[src/rtl/rlst_pkg.sv]
package rlst_pkg;

  // table geometry
  localparam int MaxLoads = 64;
  localparam int AddrW    = $clog2(MaxLoads);
  localparam int CntW     = $clog2(MaxLoads + 1);

  // transaction modes
  typedef enum logic [1:0] {
    ModeWrite = 2'd0,
    ModeFrame = 2'd1,
    ModeTick  = 2'd2,
    ModeQuery = 2'd3
  } mode_e;

  // result kinds
  localparam logic [1:0] KindNone  = 2'd0;
  localparam logic [1:0] KindPoll  = 2'd1;
  localparam logic [1:0] KindQuery = 2'd2;

  // load status codes
  localparam logic [1:0] StsUndef = 2'd0;
  localparam logic [1:0] StsOff   = 2'd1;
  localparam logic [1:0] StsOn    = 2'd2;
  localparam logic [1:0] StsNone  = 2'd3;

  // relay status bytes
  localparam logic [7:0] ByteOff = 8'h00;
  localparam logic [7:0] ByteOn  = 8'hFF;

  // configuration register indexes
  localparam logic [1:0] CfgLoadCount  = 2'd0;
  localparam logic [1:0] CfgStartDelay = 2'd1;
  localparam logic [1:0] CfgNormalWait = 2'd2;
  localparam logic [1:0] CfgRetryWait  = 2'd3;

  // configuration reset values
  localparam logic [7:0] StartDelayRst = 8'd10;
  localparam logic [7:0] NormalWaitRst = 8'd1;
  localparam logic [7:0] RetryWaitRst  = 8'd60;

  // static part of a table entry
  typedef struct packed {
    logic [7:0]  node;
    logic [7:0]  group;
    logic [7:0]  channel;
    logic        relay;
    logic [15:0] sm;
  } entry_t;

  typedef enum logic [2:0] {
    StIdle = 3'b001,
    StScan = 3'b010,
    StDone = 3'b100
  } state_e;

endpackage

[src/rtl/relay_load_status_tracker.sv]
// relay load status tracker: keeps a table of up to rlst_pkg::MaxLoads loads in a
// synchronous entry memory plus a status memory (registered reads); status
// valid bits make every entry read as undefined after reset, so no clearing pass
// is needed. one transaction is worked at a time. an entry write, a frame with the
// relay flag clear and a tick still waiting go straight to the done state when the
// transaction is taken; a relay status frame, a tick that is allowed to poll and a
// group query first walk the active entries one per cycle through the single read
// port (a tick stops at the first undefined entry). the next transaction can be
// taken in the cycle after the result is loaded. the result register decouples the
// sides: a new transaction is taken while the previous result still waits. the user
// must write configuration through cfg_we_i / cfg_idx_i / cfg_data_i only while the
// block is idle; the block itself does not enforce this.
module relay_load_status_tracker (
  input  logic               clk_i,
  input  logic               rst_ni,
  // configuration
  input  logic               cfg_we_i,
  input  logic [1:0]         cfg_idx_i,
  input  logic [7:0]         cfg_data_i,
  // input transactions
  input  logic               in_valid_i,
  output logic               in_stall_o,
  input  logic [1:0]         mode_i,
  input  logic [5:0]         entry_index_i,
  input  logic [7:0]         node_i,
  input  logic [7:0]         group_i,
  input  logic [7:0]         channel_i,
  input  logic               is_relay_i,
  input  logic signed [15:0] sm_id_i,
  input  logic [7:0]         status_byte_i,
  // result transactions
  output logic               out_valid_o,
  input  logic               out_stall_i,
  output logic [1:0]         result_kind_o,
  output logic [7:0]         poll_node_o,
  output logic [7:0]         poll_group_o,
  output logic [1:0]         group_status_o,
  output logic               frame_matched_o
);

  // configuration registers
  logic [6:0] load_count_q;
  logic [7:0] start_delay_q, normal_wait_q, retry_wait_q;

  always_ff @(posedge clk_i or negedge rst_ni) begin
    if (!rst_ni) begin
      load_count_q  <= '0;
      start_delay_q <= rlst_pkg::StartDelayRst;
      normal_wait_q <= rlst_pkg::NormalWaitRst;
      retry_wait_q  <= rlst_pkg::RetryWaitRst;
    end else if (cfg_we_i) begin
      case (cfg_idx_i)
        rlst_pkg::CfgLoadCount:  load_count_q  <= cfg_data_i[6:0];
        rlst_pkg::CfgStartDelay: start_delay_q <= cfg_data_i;
        rlst_pkg::CfgNormalWait: normal_wait_q <= cfg_data_i;
        rlst_pkg::CfgRetryWait:  retry_wait_q  <= cfg_data_i;
        default: ;
      endcase
    end
  end

  // active entry count, clipped to the table depth
  logic [rlst_pkg::CntW-1:0] n_act;
  assign n_act = (int'(load_count_q) < rlst_pkg::MaxLoads) ?
                 rlst_pkg::CntW'(load_count_q) : rlst_pkg::CntW'(rlst_pkg::MaxLoads);

  // control state
  rlst_pkg::state_e state_q, state_d;
  logic             in_acc, out_take, out_load;

  assign in_stall_o = (state_q != rlst_pkg::StIdle);
  assign in_acc     = in_valid_i && !in_stall_o;
  assign out_take   = out_valid_o && !out_stall_i;
  assign out_load   = (state_q == rlst_pkg::StDone) && (!out_valid_o || !out_stall_i);

  // captured transaction
  rlst_pkg::mode_e mode_q;
  logic [7:0]      node_q, group_q, chan_q, sbyte_q;
  logic [15:0]     sm_q;

  always_ff @(posedge clk_i) begin
    if (in_acc) begin
      mode_q  <= rlst_pkg::mode_e'(mode_i);
      node_q  <= node_i;
      group_q <= group_i;
      chan_q  <= channel_i;
      sbyte_q <= status_byte_i;
      sm_q    <= sm_id_i;
    end
  end

  // entry write on accept
  logic wr_entry;
  assign wr_entry = in_acc && (rlst_pkg::mode_e'(mode_i) == rlst_pkg::ModeWrite) &&
                    (int'(entry_index_i) < rlst_pkg::MaxLoads);

  logic [rlst_pkg::AddrW-1:0] wr_addr;
  assign wr_addr = rlst_pkg::AddrW'(entry_index_i);

  rlst_pkg::entry_t wr_entry_data;
  assign wr_entry_data = '{node: node_i, group: group_i, channel: channel_i,
                           relay: is_relay_i, sm: sm_id_i};

  // scan read pointer and processing stage
  logic [rlst_pkg::CntW-1:0]  rd_idx_q, rd_idx_d;
  logic                       pv_q, pv_d;
  logic [rlst_pkg::AddrW-1:0] pidx_q;
  logic                       issue;
  logic [rlst_pkg::AddrW-1:0] rd_addr;
  assign rd_addr = rd_idx_q[rlst_pkg::AddrW-1:0];

  // entry memory
  rlst_pkg::entry_t entry_mem [rlst_pkg::MaxLoads];
  rlst_pkg::entry_t ent_rd_q;

  always_ff @(posedge clk_i) begin
    if (wr_entry) begin
      entry_mem[wr_addr] <= wr_entry_data;
    end
    if (issue) begin
      ent_rd_q <= entry_mem[rd_addr];
    end
  end

  // status memory; an entry without its valid bit reads as undefined
  logic [1:0]                  sts_mem [rlst_pkg::MaxLoads];
  logic [rlst_pkg::MaxLoads-1:0] sts_vld_q;
  logic [1:0]                  sts_rd_q;
  logic                        sts_vld_rd_q;
  logic                        sts_we;
  logic [1:0]                  sts_wdata;
  logic [1:0]                  sts_eff;

  always_ff @(posedge clk_i) begin
    if (sts_we) begin
      sts_mem[pidx_q] <= sts_wdata;
    end
    if (issue) begin
      sts_rd_q <= sts_mem[rd_addr];
    end
  end

  always_ff @(posedge clk_i or negedge rst_ni) begin
    if (!rst_ni) begin
      sts_vld_q    <= '0;
      sts_vld_rd_q <= 1'b0;
    end else begin
      if (wr_entry) begin
        sts_vld_q[wr_addr] <= 1'b0;
      end
      if (sts_we) begin
        sts_vld_q[pidx_q] <= 1'b1;
      end
      if (issue) begin
        sts_vld_rd_q <= sts_vld_q[rd_addr];
      end
    end
  end

  assign sts_eff = sts_vld_rd_q ? sts_rd_q : rlst_pkg::StsUndef;

  // tick counters
  logic [7:0] start_cnt_q, start_cnt_d, wait_cnt_q, wait_cnt_d, wait_tgt_q, wait_tgt_d;
  logic [7:0] prev_node_q, prev_node_d, prev_group_q, prev_group_d;
  logic [7:0] start_nx, wait_nx;
  assign start_nx = (start_cnt_q < start_delay_q) ? start_cnt_q + 8'd1 : start_cnt_q;
  assign wait_nx  = (wait_cnt_q < retry_wait_q) ? wait_cnt_q + 8'd1 : wait_cnt_q;

  // scan accumulators
  logic matched_q, matched_d;   // frame hit any relay entry
  logic found_q, found_d;       // tick found an undefined entry
  logic seen_q, seen_d;         // query group has loads
  logic any_undef_q, any_undef_d;
  logic any_on_q, any_on_d;
  logic [7:0] pn_q, pn_d, pg_q, pg_d;

  // per-entry compare on the registered read data
  logic frame_hit, tick_hit, query_hit;
  assign frame_hit = pv_q && (mode_q == rlst_pkg::ModeFrame) && ent_rd_q.relay &&
                     (ent_rd_q.channel == chan_q) && (ent_rd_q.node == node_q) &&
                     (ent_rd_q.group == group_q);
  assign tick_hit  = pv_q && (mode_q == rlst_pkg::ModeTick) && !found_q &&
                     (sts_eff == rlst_pkg::StsUndef);
  assign query_hit = pv_q && (mode_q == rlst_pkg::ModeQuery) && (ent_rd_q.sm == sm_q);

  assign sts_we    = frame_hit && ((sbyte_q == rlst_pkg::ByteOff) ||
                                   (sbyte_q == rlst_pkg::ByteOn));
  assign sts_wdata = (sbyte_q == rlst_pkg::ByteOn) ? rlst_pkg::StsOn : rlst_pkg::StsOff;

  // tick stops at the first undefined entry
  assign issue = (state_q == rlst_pkg::StScan) && (rd_idx_q < n_act) &&
                 !found_q && !tick_hit;

  always_comb begin
    state_d      = state_q;
    rd_idx_d     = rd_idx_q;
    pv_d         = issue;
    matched_d    = matched_q;
    found_d      = found_q;
    seen_d       = seen_q;
    any_undef_d  = any_undef_q;
    any_on_d     = any_on_q;
    pn_d         = pn_q;
    pg_d         = pg_q;
    start_cnt_d  = start_cnt_q;
    wait_cnt_d   = wait_cnt_q;
    wait_tgt_d   = wait_tgt_q;
    prev_node_d  = prev_node_q;
    prev_group_d = prev_group_q;
    if (issue) begin
      rd_idx_d = rd_idx_q + rlst_pkg::CntW'(1);
    end
    case (state_q)
      rlst_pkg::StIdle: begin
        if (in_acc) begin
          rd_idx_d    = '0;
          pv_d        = 1'b0;
          matched_d   = 1'b0;
          found_d     = 1'b0;
          seen_d      = 1'b0;
          any_undef_d = 1'b0;
          any_on_d    = 1'b0;
          case (rlst_pkg::mode_e'(mode_i))
            rlst_pkg::ModeWrite: state_d = rlst_pkg::StDone;
            rlst_pkg::ModeFrame: state_d = is_relay_i ? rlst_pkg::StScan : rlst_pkg::StDone;
            rlst_pkg::ModeTick: begin
              start_cnt_d = start_nx;
              wait_cnt_d  = wait_nx;
              // polling allowed only once both delays are over
              state_d = ((start_nx >= start_delay_q) && (wait_nx >= wait_tgt_q)) ?
                        rlst_pkg::StScan : rlst_pkg::StDone;
            end
            rlst_pkg::ModeQuery: state_d = rlst_pkg::StScan;
            default: state_d = rlst_pkg::StDone;
          endcase
        end
      end
      rlst_pkg::StScan: begin
        if (frame_hit) begin
          matched_d = 1'b1;
        end
        if (tick_hit) begin
          found_d      = 1'b1;
          pn_d         = ent_rd_q.node;
          pg_d         = ent_rd_q.group;
          wait_cnt_d   = '0;
          // same target as last poll: back off with the long wait
          wait_tgt_d   = ((prev_node_q == ent_rd_q.node) &&
                          (prev_group_q == ent_rd_q.group)) ? retry_wait_q : normal_wait_q;
          prev_node_d  = ent_rd_q.node;
          prev_group_d = ent_rd_q.group;
        end
        if (query_hit) begin
          seen_d = 1'b1;
          if (sts_eff == rlst_pkg::StsUndef) begin
            any_undef_d = 1'b1;
          end
          if (sts_eff == rlst_pkg::StsOn) begin
            any_on_d = 1'b1;
          end
        end
        if (!issue && !pv_q) begin
          state_d = rlst_pkg::StDone;
        end
      end
      rlst_pkg::StDone: begin
        if (out_load) begin
          state_d = rlst_pkg::StIdle;
        end
      end
      default: state_d = rlst_pkg::StIdle;
    endcase
  end

  always_ff @(posedge clk_i or negedge rst_ni) begin
    if (!rst_ni) begin
      state_q      <= rlst_pkg::StIdle;
      rd_idx_q     <= '0;
      pv_q         <= 1'b0;
      matched_q    <= 1'b0;
      found_q      <= 1'b0;
      seen_q       <= 1'b0;
      any_undef_q  <= 1'b0;
      any_on_q     <= 1'b0;
      start_cnt_q  <= '0;
      wait_cnt_q   <= '0;
      wait_tgt_q   <= rlst_pkg::NormalWaitRst;
      prev_node_q  <= '0;
      prev_group_q <= '0;
    end else begin
      state_q      <= state_d;
      rd_idx_q     <= rd_idx_d;
      pv_q         <= pv_d;
      matched_q    <= matched_d;
      found_q      <= found_d;
      seen_q       <= seen_d;
      any_undef_q  <= any_undef_d;
      any_on_q     <= any_on_d;
      start_cnt_q  <= start_cnt_d;
      wait_cnt_q   <= wait_cnt_d;
      wait_tgt_q   <= wait_tgt_d;
      prev_node_q  <= prev_node_d;
      prev_group_q <= prev_group_d;
    end
  end

  always_ff @(posedge clk_i) begin
    pidx_q <= rd_addr;
    pn_q   <= pn_d;
    pg_q   <= pg_d;
  end

  // result register
  logic       out_valid_q;
  logic [1:0] kind_q, gstat_q;
  logic [7:0] onode_q, ogroup_q;
  logic       omatch_q;
  logic [1:0] kind_d, gstat_d;
  logic [7:0] onode_d, ogroup_d;
  logic       omatch_d;

  always_comb begin
    kind_d   = rlst_pkg::KindNone;
    gstat_d  = rlst_pkg::StsUndef;
    onode_d  = '0;
    ogroup_d = '0;
    omatch_d = 1'b0;
    case (mode_q)
      rlst_pkg::ModeFrame: omatch_d = matched_q;
      rlst_pkg::ModeTick: begin
        if (found_q) begin
          kind_d   = rlst_pkg::KindPoll;
          onode_d  = pn_q;
          ogroup_d = pg_q;
        end
      end
      rlst_pkg::ModeQuery: begin
        kind_d = rlst_pkg::KindQuery;
        if (!seen_q) begin
          gstat_d = rlst_pkg::StsNone;
        end else if (any_undef_q) begin
          gstat_d = rlst_pkg::StsUndef;
        end else if (any_on_q) begin
          gstat_d = rlst_pkg::StsOn;
        end else begin
          gstat_d = rlst_pkg::StsOff;
        end
      end
      default: ;
    endcase
  end

  always_ff @(posedge clk_i or negedge rst_ni) begin
    if (!rst_ni) begin
      out_valid_q <= 1'b0;
    end else if (out_load) begin
      out_valid_q <= 1'b1;
    end else if (out_take) begin
      out_valid_q <= 1'b0;
    end
  end

  always_ff @(posedge clk_i) begin
    if (out_load) begin
      kind_q   <= kind_d;
      gstat_q  <= gstat_d;
      onode_q  <= onode_d;
      ogroup_q <= ogroup_d;
      omatch_q <= omatch_d;
    end
  end

  assign out_valid_o     = out_valid_q;
  assign result_kind_o   = kind_q;
  assign poll_node_o     = onode_q;
  assign poll_group_o    = ogroup_q;
  assign group_status_o  = gstat_q;
  assign frame_matched_o = omatch_q;

endmodule

[config.mk]
export PLATFORM = sky130hd
export DESIGN_NAME = relay_load_status_tracker
export DESIGN_NICKNAME = d
export VERILOG_FILES = /design/src/rtl/rlst_pkg.sv /design/src/rtl/relay_load_status_tracker.sv
export SDC_FILE = /design/constraint.sdc
export NUM_CORES = 2
export LEC_CHECK = 0
export BUFFER_PORTS_ARGS = -buffer_cell sky130_fd_sc_hd__buf_2
export CORE_ASPECT_RATIO = 0.7
export CORE_MARGIN = 5
export CORE_UTILIZATION = 47
export CTS_BUF_LIST = sky130_fd_sc_hd__clkbuf_8
export DETAILED_ROUTE_END_ITERATION = 12
export PLACE_DENSITY = 0.63
export SLEW_MARGIN = 40
export SYNTH_ARGS = -nofsm -noshare
export SYNTH_HDL_FRONTEND = slang
export SYNTH_SLANG_ARGS = --single-unit
[constraint.sdc]
create_clock -name clk_i -period 9.5 [get_ports clk_i]
set_input_delay 0.95 -clock clk_i [delete_from_list [all_inputs] [get_ports clk_i]]
set_output_delay 0.95 -clock clk_i [all_outputs]
set_load 0.01 [all_outputs]
; Yosys cells after proc, flatten, opt, wreduce, memory -nomap -nowiden
; Memories as Yosys holds them, arrays and structs flattened. A register that Yosys moved wholly into a read port is not among the register bits.
; Index checks and enable logic that the tools add are counted.
; W data, S select, Z words.
[totals]
mem_bits_rw = 2752
word_cells = 189
inputBits = 72
out_inout_bits = 23
reg_bits = 246
memories = 2
[classes]
reduce_logical = 52
order_cmp = 11
eq_ne = 30
n_mux = 54
addsub = 3
bitwise_logic = 3
[memory_table]
columns = memory, words, width, read_ports, rd_clocked_by_memory_dff, wr, line
row1 = entry_mem, 64, 41, 1, 1, 1, relay_load_status_tracker.sv:113  ; rlst_pkg::entry_t entry_mem [rlst_pkg::MaxLoads];
row2 = sts_mem, 64, 2, 1, 1, 1, relay_load_status_tracker.sv:126  ; logic [1:0] sts_mem [rlst_pkg::MaxLoads];
[ops]
columns = cell, n
row1 = $mux W64, 2
row2 = $and A64 B64 Y64, 1
row3 = $not A64 Y64, 1
row4 = $or A64 B64 Y64, 1
row5 = $mux W8, 6
row6 = $eq A8 B8 Y1, 5
row7 = $mux W7, 4
row8 = $logic_and A1 B1 Y1, 23
row9 = $lt A6 B7 Y1 const B, 3
row10 = $mux W1, 20
row11 = $add A8 B1 Y8 const B, 2
row12 = $eq A16 B16 Y1, 1
row13 = $ge A8 B8 Y1, 2
row14 = $lt A8 B8 Y1, 2
row15 = $pmux W8 S2, 1
row16 = $mux W3, 5
row17 = $reduce_and A3 Y1, 5
row18 = $eq A2 B2 Y1 const B, 7
row19 = $demux W1 S6, 2
row20 = $ge A6 B1 Y1 const B, 2
row21 = $pmux W3 S4, 1
row22 = $reduce_and A2 Y1, 6
row23 = $reduce_and A4 Y1, 3
row24 = $mux W2, 5
row25 = 20 further kinds, 43

; Depth between registers and ports, before layout
[logic_depth]
word_depth = 10
ltp_mapped = 15
ltp_nobuf = 15

; Least setup slack after synthesis
; No wires, ideal clock.
[synth_timing]
path_type = input-to-reg
from = input in_valid_i
to = memory entry_mem[56][0] in the netlist's numbering (enable)
cell_stages = 6
setup_ns = 0.440
path_buffers = 2
setup_slack_ns = 5.141
arrival_time_ns = 3.920
t_required_ns = 9.060
cell_sequence = nand4bb_1 -> clkbuf_1 -> nor4b_1 -> nand3_1 -> clkbuf_1 -> nor2_1
[synth_via]
elab_chain_cells = 4
[synth_rtl]
columns = item, line
row1 = "start, declared", relay_load_status_tracker.sv:21  ; input logic in_valid_i,
row2 = $logic_and A1 B1 Y1, relay_load_status_tracker.sv:72  ; assign in_acc = in_valid_i && !in_stall_o;
row3 = $logic_and A1 B1 Y1, relay_load_status_tracker.sv:94  ; assign wr_entry = in_acc && (rlst_pkg::mode_e'(mode_i) == rlst_pkg::ModeWrite) &&
row4 = $mux W1, relay_load_status_tracker.sv:117  ; if (wr_entry) begin
row5 = $mux W1 (not written as such), relay_load_status_tracker.sv:118  ; entry_mem[wr_addr] <= wr_entry_data;
row6 = "end, declared", relay_load_status_tracker.sv:113
; Every way passes these cells.

; Worst setup path after layout
[layout_timing]
from = register rd_idx_q[0] in the netlist's numbering
to = register, netlist name ent_rd_q[21]
[layout_via]
elab_chain_cells = 4
[layout_rtl]
columns = item, line
row1 = "start, declared", relay_load_status_tracker.sv:105  ; logic [rlst_pkg::CntW-1:0] rd_idx_q, rd_idx_d;
row2 = "start signal, assigned", relay_load_status_tracker.sv:292  ; rd_idx_q <= rd_idx_d;
row3 = $lt A7 B7 Y1, relay_load_status_tracker.sv:191  ; assign issue = (state_q == rlst_pkg::StScan) && (rd_idx_q < n_act) &&
row4 = $logic_and A1 B1 Y1 (2 in a row), relay_load_status_tracker.sv:191
row5 = $logic_and A1 B1 Y1, relay_load_status_tracker.sv:192  ; !found_q && !tick_hit;
; Parallel ways exist; a longest one is shown, timed or not.
; A chain may end at the register's enable or synchronous reset.

==> metrics.csv <==
metric,value,unit
Resized cells post-CTS,0,
GRT Overall Usage,0.223,
"Net Count, Synth",5444,
data arrival time at the worst-slack endpoint,5.29,ns
Ys Warns,0,
mean cell area of the mapped netlist,22.1,um2
placed wire-length estimate after detailed placement,166,mm
Clock Power Share,0.345,
DR WL/cell,31.0,um
initial standard-cell utilization of the core,0.473,
worst endpoint required time,10.23,ns
destination of the worst register-to-register timing path,ent_rd_q[21],
hold-fix buffer count after cts,7,
count of distinct cell types in the synthesized netlist,70,
total iterations of the first detailed-routing run,6,
depth of the most critical reg-to-reg path,8,
post-route worst hold slack,0.107,ns
Final Hold Violating Endpoints,0,
switching part of the total,0.243,
Min-Delay Startpoint,status_byte_i[6],
count of state elements after synthesis,3041,
critical path capture point type,flip-flop,
Pleak,41.8,nW
number of synthesized flops with an enable pin,2882,
worst clock skew on the final layout,0.108,ns
unrepaired setup endpoints after global routing,false,
largest net degree at the start of global routing,123,
cell at the slowest stage of the critical path,sky130_fd_sc_hd__a211oi_1,
initial detailed-routing violation count,7182,
sequential share of power,0.537,
Hold Path Stages,1,
initial antenna violation count,9,
total negative setup slack,0,ns
CP Buf/Inv Count,4,
ratio of routed vias to standard cells,6.04,
kind of cell adding the most delay to the critical path,buffers and inverters,
overflow left after global routing,0,
latest clock arrival within the worst-skew pair,1.07,ns
achievable clock frequency,0.219,GHz
crit-path max cell delay,0.70,ns
cell depth of the worst setup path,8,
asr flop ratio synth,0.0503,
maximum fanout encountered on the critical timing path,66,
cells along the critical path,"buf_12, buf_12, buf_12, buf_16, mux4_2, mux4_2, a211oi_1, nor2_1",
switching power summed over all nets,6.80,mW
Final Max Slew Viols,0,
synthesized area,0.118,mm2
beginning of the worst register-to-register path,rd_idx_q[0],
Inserted Clock Buffers,448,
library cell used as clock root buffer,sky130_fd_sc_hd__clkbuf_8,
number of sinks driven by the clock tree,3041,
terminating pin of the worst hold path,sbyte_q[6],
number of global-route vias before repair,56747,
Area Growth Syn to Fin,11.9,%
fraction of layout cells with a size suffix above 1,0.290,
timing startpoint of the critical path,rd_idx_q[0],
combinational group share of total power,0.119,
VDD IR-drop max,0.000139,V
clock-pin slew reported for the worst setup and hold paths after clock tree synthesis,0.07,ns
Max transition margin,0.403,
worst min-delay path category,primary input to flip-flop,
CTS tree,done,
# port buffers,94,
Final min period,4.56,ns
run status,finished clean,
first-pass GRT wire length,421,mm
measured slew at the worst slew-check pin,0.896,ns
post-CTS repair timing setup buffer count,0,
Remaining DRCs,0,
design internal power,21.2,mW
type of element launching the critical path,flip-flop,
worst setup path category,flip-flop to flip-flop,
most common flop cell mapped by yosys,sky130_fd_sc_hd__edfxtp_1,
final-report setup violation count,0,
Detailed Route WL,293,mm
area of the die,0.261,mm2
floorplan die width,608,um
remaining antenna violation count,0,
H-tree Lvls,5,
clk buf depth,4,
final critical-path share of the clock period,0.480,
number of filler cells placed in the layout,19237,
number of max-capacitance violations reported,0,
Placer Congestion,0.790,
sequential share of the synthesized area,0.769,
core region area,0.249,mm2
power density over cell area,213,mW/mm2
R2R Setup Slk,4.94,ns
cells after synthesis,5333,
total number of nets in the final design,5908,
most frequent cell on the critical path,sky130_fd_sc_hd__buf_12,
Vert. Die Dim,429,um
count of pins on the block boundary,95,
via count,57220,
number of standard-cell rows in the floorplan,153,
[cells by family (layout without fill, tap and decap cells)]
logic type / Yosys count / in the layout / share of synthesized area
other: 0 / 8 / 0
AO/OA/AOI/OAI: 427 / 427 / 0.0230
multiplexers: 992 / 992 / 0.169
XOR/XNOR: 75 / 75 / 0.00558
AND/OR/NAND/NOR: 433 / 433 / 0.0169
adder cells (fa/ha/maj): 39 / 39 / 0.00415
flip-flops: 3041 / 3041 / 0.769
buffers and inverters: 326 / 1129 / 0.0130
[synthesized netlist by cell type (all sizes together), types with 3 or more instances]
cell type  number  share of area
a2111oi         5        0.00085
a211o           6        0.00045
a211oi         19         0.0012
a21o           10        0.00064
a21oi          52         0.0022
a221oi          9        0.00067
a22o            3        0.00022
a22oi          27         0.0017
a311oi          4        0.00030
a31oi          12        0.00064
and2           28         0.0015
and3            6        0.00032
buf           153         0.0075
clkbuf        128         0.0041
dfrtp         144          0.031
dfstp           9         0.0020
dfxtp           6         0.0010
edfxtp       2882           0.74
ha             39         0.0041
inv            43         0.0014
mux2           52         0.0050
mux2i         153          0.013
mux4          787           0.15
nand2          85         0.0027
nand2b          9        0.00048
nand3          20        0.00085
nand3b          8        0.00051
nand4          12        0.00064
nor2          214         0.0068
nor2b          10        0.00053
nor3            9        0.00043
nor4           14        0.00085
o211ai         17         0.0011
o21ai         162         0.0069
o221ai         14         0.0010
o22a            6        0.00045
o22ai          68         0.0036
or3b            5        0.00037
or4             5        0.00035
xnor2          28         0.0021
xor2           47         0.0035
[registers in the layout (all words and copies together), names as in the netlist, 16 cells and up]
signal / flops
sts_mem: 128
entry_mem: 2624
sts_vld_q: 64
sm_q: 16
ent_rd_q: 41
[cells in the final DEF (no fill, tap or decap), types with 9 or more instances in the layout]
| cell type | Yosys | layout |
|---|---|---|
| sky130_fd_sc_hd__nand3_1 | 20 | 15 |
| sky130_fd_sc_hd__xor2_1 | 47 | 45 |
| sky130_fd_sc_hd__o21ai_0 | 149 | 149 |
| sky130_fd_sc_hd__and2_1 | 24 | 23 |
| sky130_fd_sc_hd__buf_12 | 0 | 25 |
| sky130_fd_sc_hd__nor2_1 | 214 | 147 |
| sky130_fd_sc_hd__mux2_2 | 52 | 52 |
| sky130_fd_sc_hd__clkinv_2 | 0 | 39 |
| sky130_fd_sc_hd__a22oi_1 | 27 | 27 |
| sky130_fd_sc_hd__ha_1 | 39 | 39 |
| sky130_fd_sc_hd__o21ai_1 | 13 | 13 |
| sky130_fd_sc_hd__a221oi_1 | 9 | 9 |
| sky130_fd_sc_hd__o22ai_1 | 68 | 68 |
| sky130_fd_sc_hd__nand4_1 | 12 | 12 |
| sky130_fd_sc_hd__nor2b_1 | 10 | 9 |
| sky130_fd_sc_hd__dfstp_2 | 9 | 9 |
| sky130_fd_sc_hd__o211ai_1 | 17 | 17 |
| sky130_fd_sc_hd__nor2_4 | 0 | 66 |
| sky130_fd_sc_hd__a21oi_1 | 52 | 50 |
| sky130_fd_sc_hd__clkinv_1 | 2 | 116 |
| sky130_fd_sc_hd__xnor2_1 | 28 | 27 |
| sky130_fd_sc_hd__o221ai_1 | 14 | 14 |
| sky130_fd_sc_hd__bufinv_16 | 0 | 9 |
| sky130_fd_sc_hd__mux4_2 | 787 | 787 |
| sky130_fd_sc_hd__clkbuf_8 | 0 | 464 |
| sky130_fd_sc_hd__inv_1 | 41 | 188 |
| sky130_fd_sc_hd__nand2_1 | 85 | 72 |
| sky130_fd_sc_hd__nand2_2 | 0 | 10 |
| sky130_fd_sc_hd__buf_6 | 13 | 13 |
| sky130_fd_sc_hd__edfxtp_1 | 2882 | 2882 |
| sky130_fd_sc_hd__a31oi_1 | 12 | 12 |
| sky130_fd_sc_hd__dfrtp_1 | 144 | 140 |
| sky130_fd_sc_hd__a21o_1 | 10 | 10 |
| sky130_fd_sc_hd__mux2i_1 | 153 | 153 |
| sky130_fd_sc_hd__buf_4 | 25 | 153 |
| sky130_fd_sc_hd__nor4_1 | 12 | 10 |
| sky130_fd_sc_hd__a211oi_1 | 19 | 19 |
| sky130_fd_sc_hd__buf_2 | 94 | 89 |
[per-layer routing]
| metal | wire [um] | global-route usage | part of all wire |
|---|---|---|---|
| met1 | 127000 | 0.347 | 0.43 |
| met2 | 130000 | 0.319 | 0.44 |
| met3 | 27800 | 0.0483 | 0.095 |
| met4 | 8360 | 0.0658 | 0.028 |
| met5 | 13 | 0 | 0.000044 |
[stage by stage]
| step | setup WS, ns | power [mW] | utilization | std cells | instance area, um2 |
|---|---|---|---|---|---|
| 2_1_floorplan | 5.14 | 17.7 | - | 5333 | 118000 |
| 3_3_place_gp | 4.06 | 18.6 | 0.494 | 8648 | 123000 |
| 3_5_place_dp | 4.81 | 18.6 | 0.495 | 8655 | 123000 |
| 4_1_cts | 4.81 | 28.2 | 0.527 | 9451 | 131000 |
| 5_1_grt | 4.60 | 29.1 | 0.529 | 9469 | 132000 |
| 6_report | 4.94 | 28.0 | 0.529 | 9476 | 132000 |
[final cells by class]
cell class              instances  area (um2)  share of cell area
flip-flops and latches       3041       90500               0.687
inverters                      45         180             0.00137
diodes                          8        20.0            0.000152
multi-input cells            1966       26300               0.200
well taps                    3332        4170              0.0317
repair buffers                295        2490              0.0189
clock inverters               326        1610              0.0122
clock buffers                 463        6370              0.0484
[power by group through the flow]
stage	logic, mW	registers [mW]	clock network (mW)
after global placement	3.25	15.3	0
after floorplan	2.40	15.3	0
final	3.32	15.0	9.66
after detailed placement	3.29	15.3	0
after global routing	3.59	15.0	10.5
after CTS	3.30	15.1	9.86
[worst max-delay path by stage]
stage	endpoint	slack (ns)
2_1_floorplan	entry_mem[56][0]	5.14
3_3_place_gp	entry_mem[17][25]	4.06
3_5_place_dp	ent_rd_q[21]	4.81
4_1_cts	ent_rd_q[21]	4.81
5_1_grt	ent_rd_q[21]	4.60
6_report	ent_rd_q[21]	4.94
No activity file was read; power rests on OpenSTA's default activity.
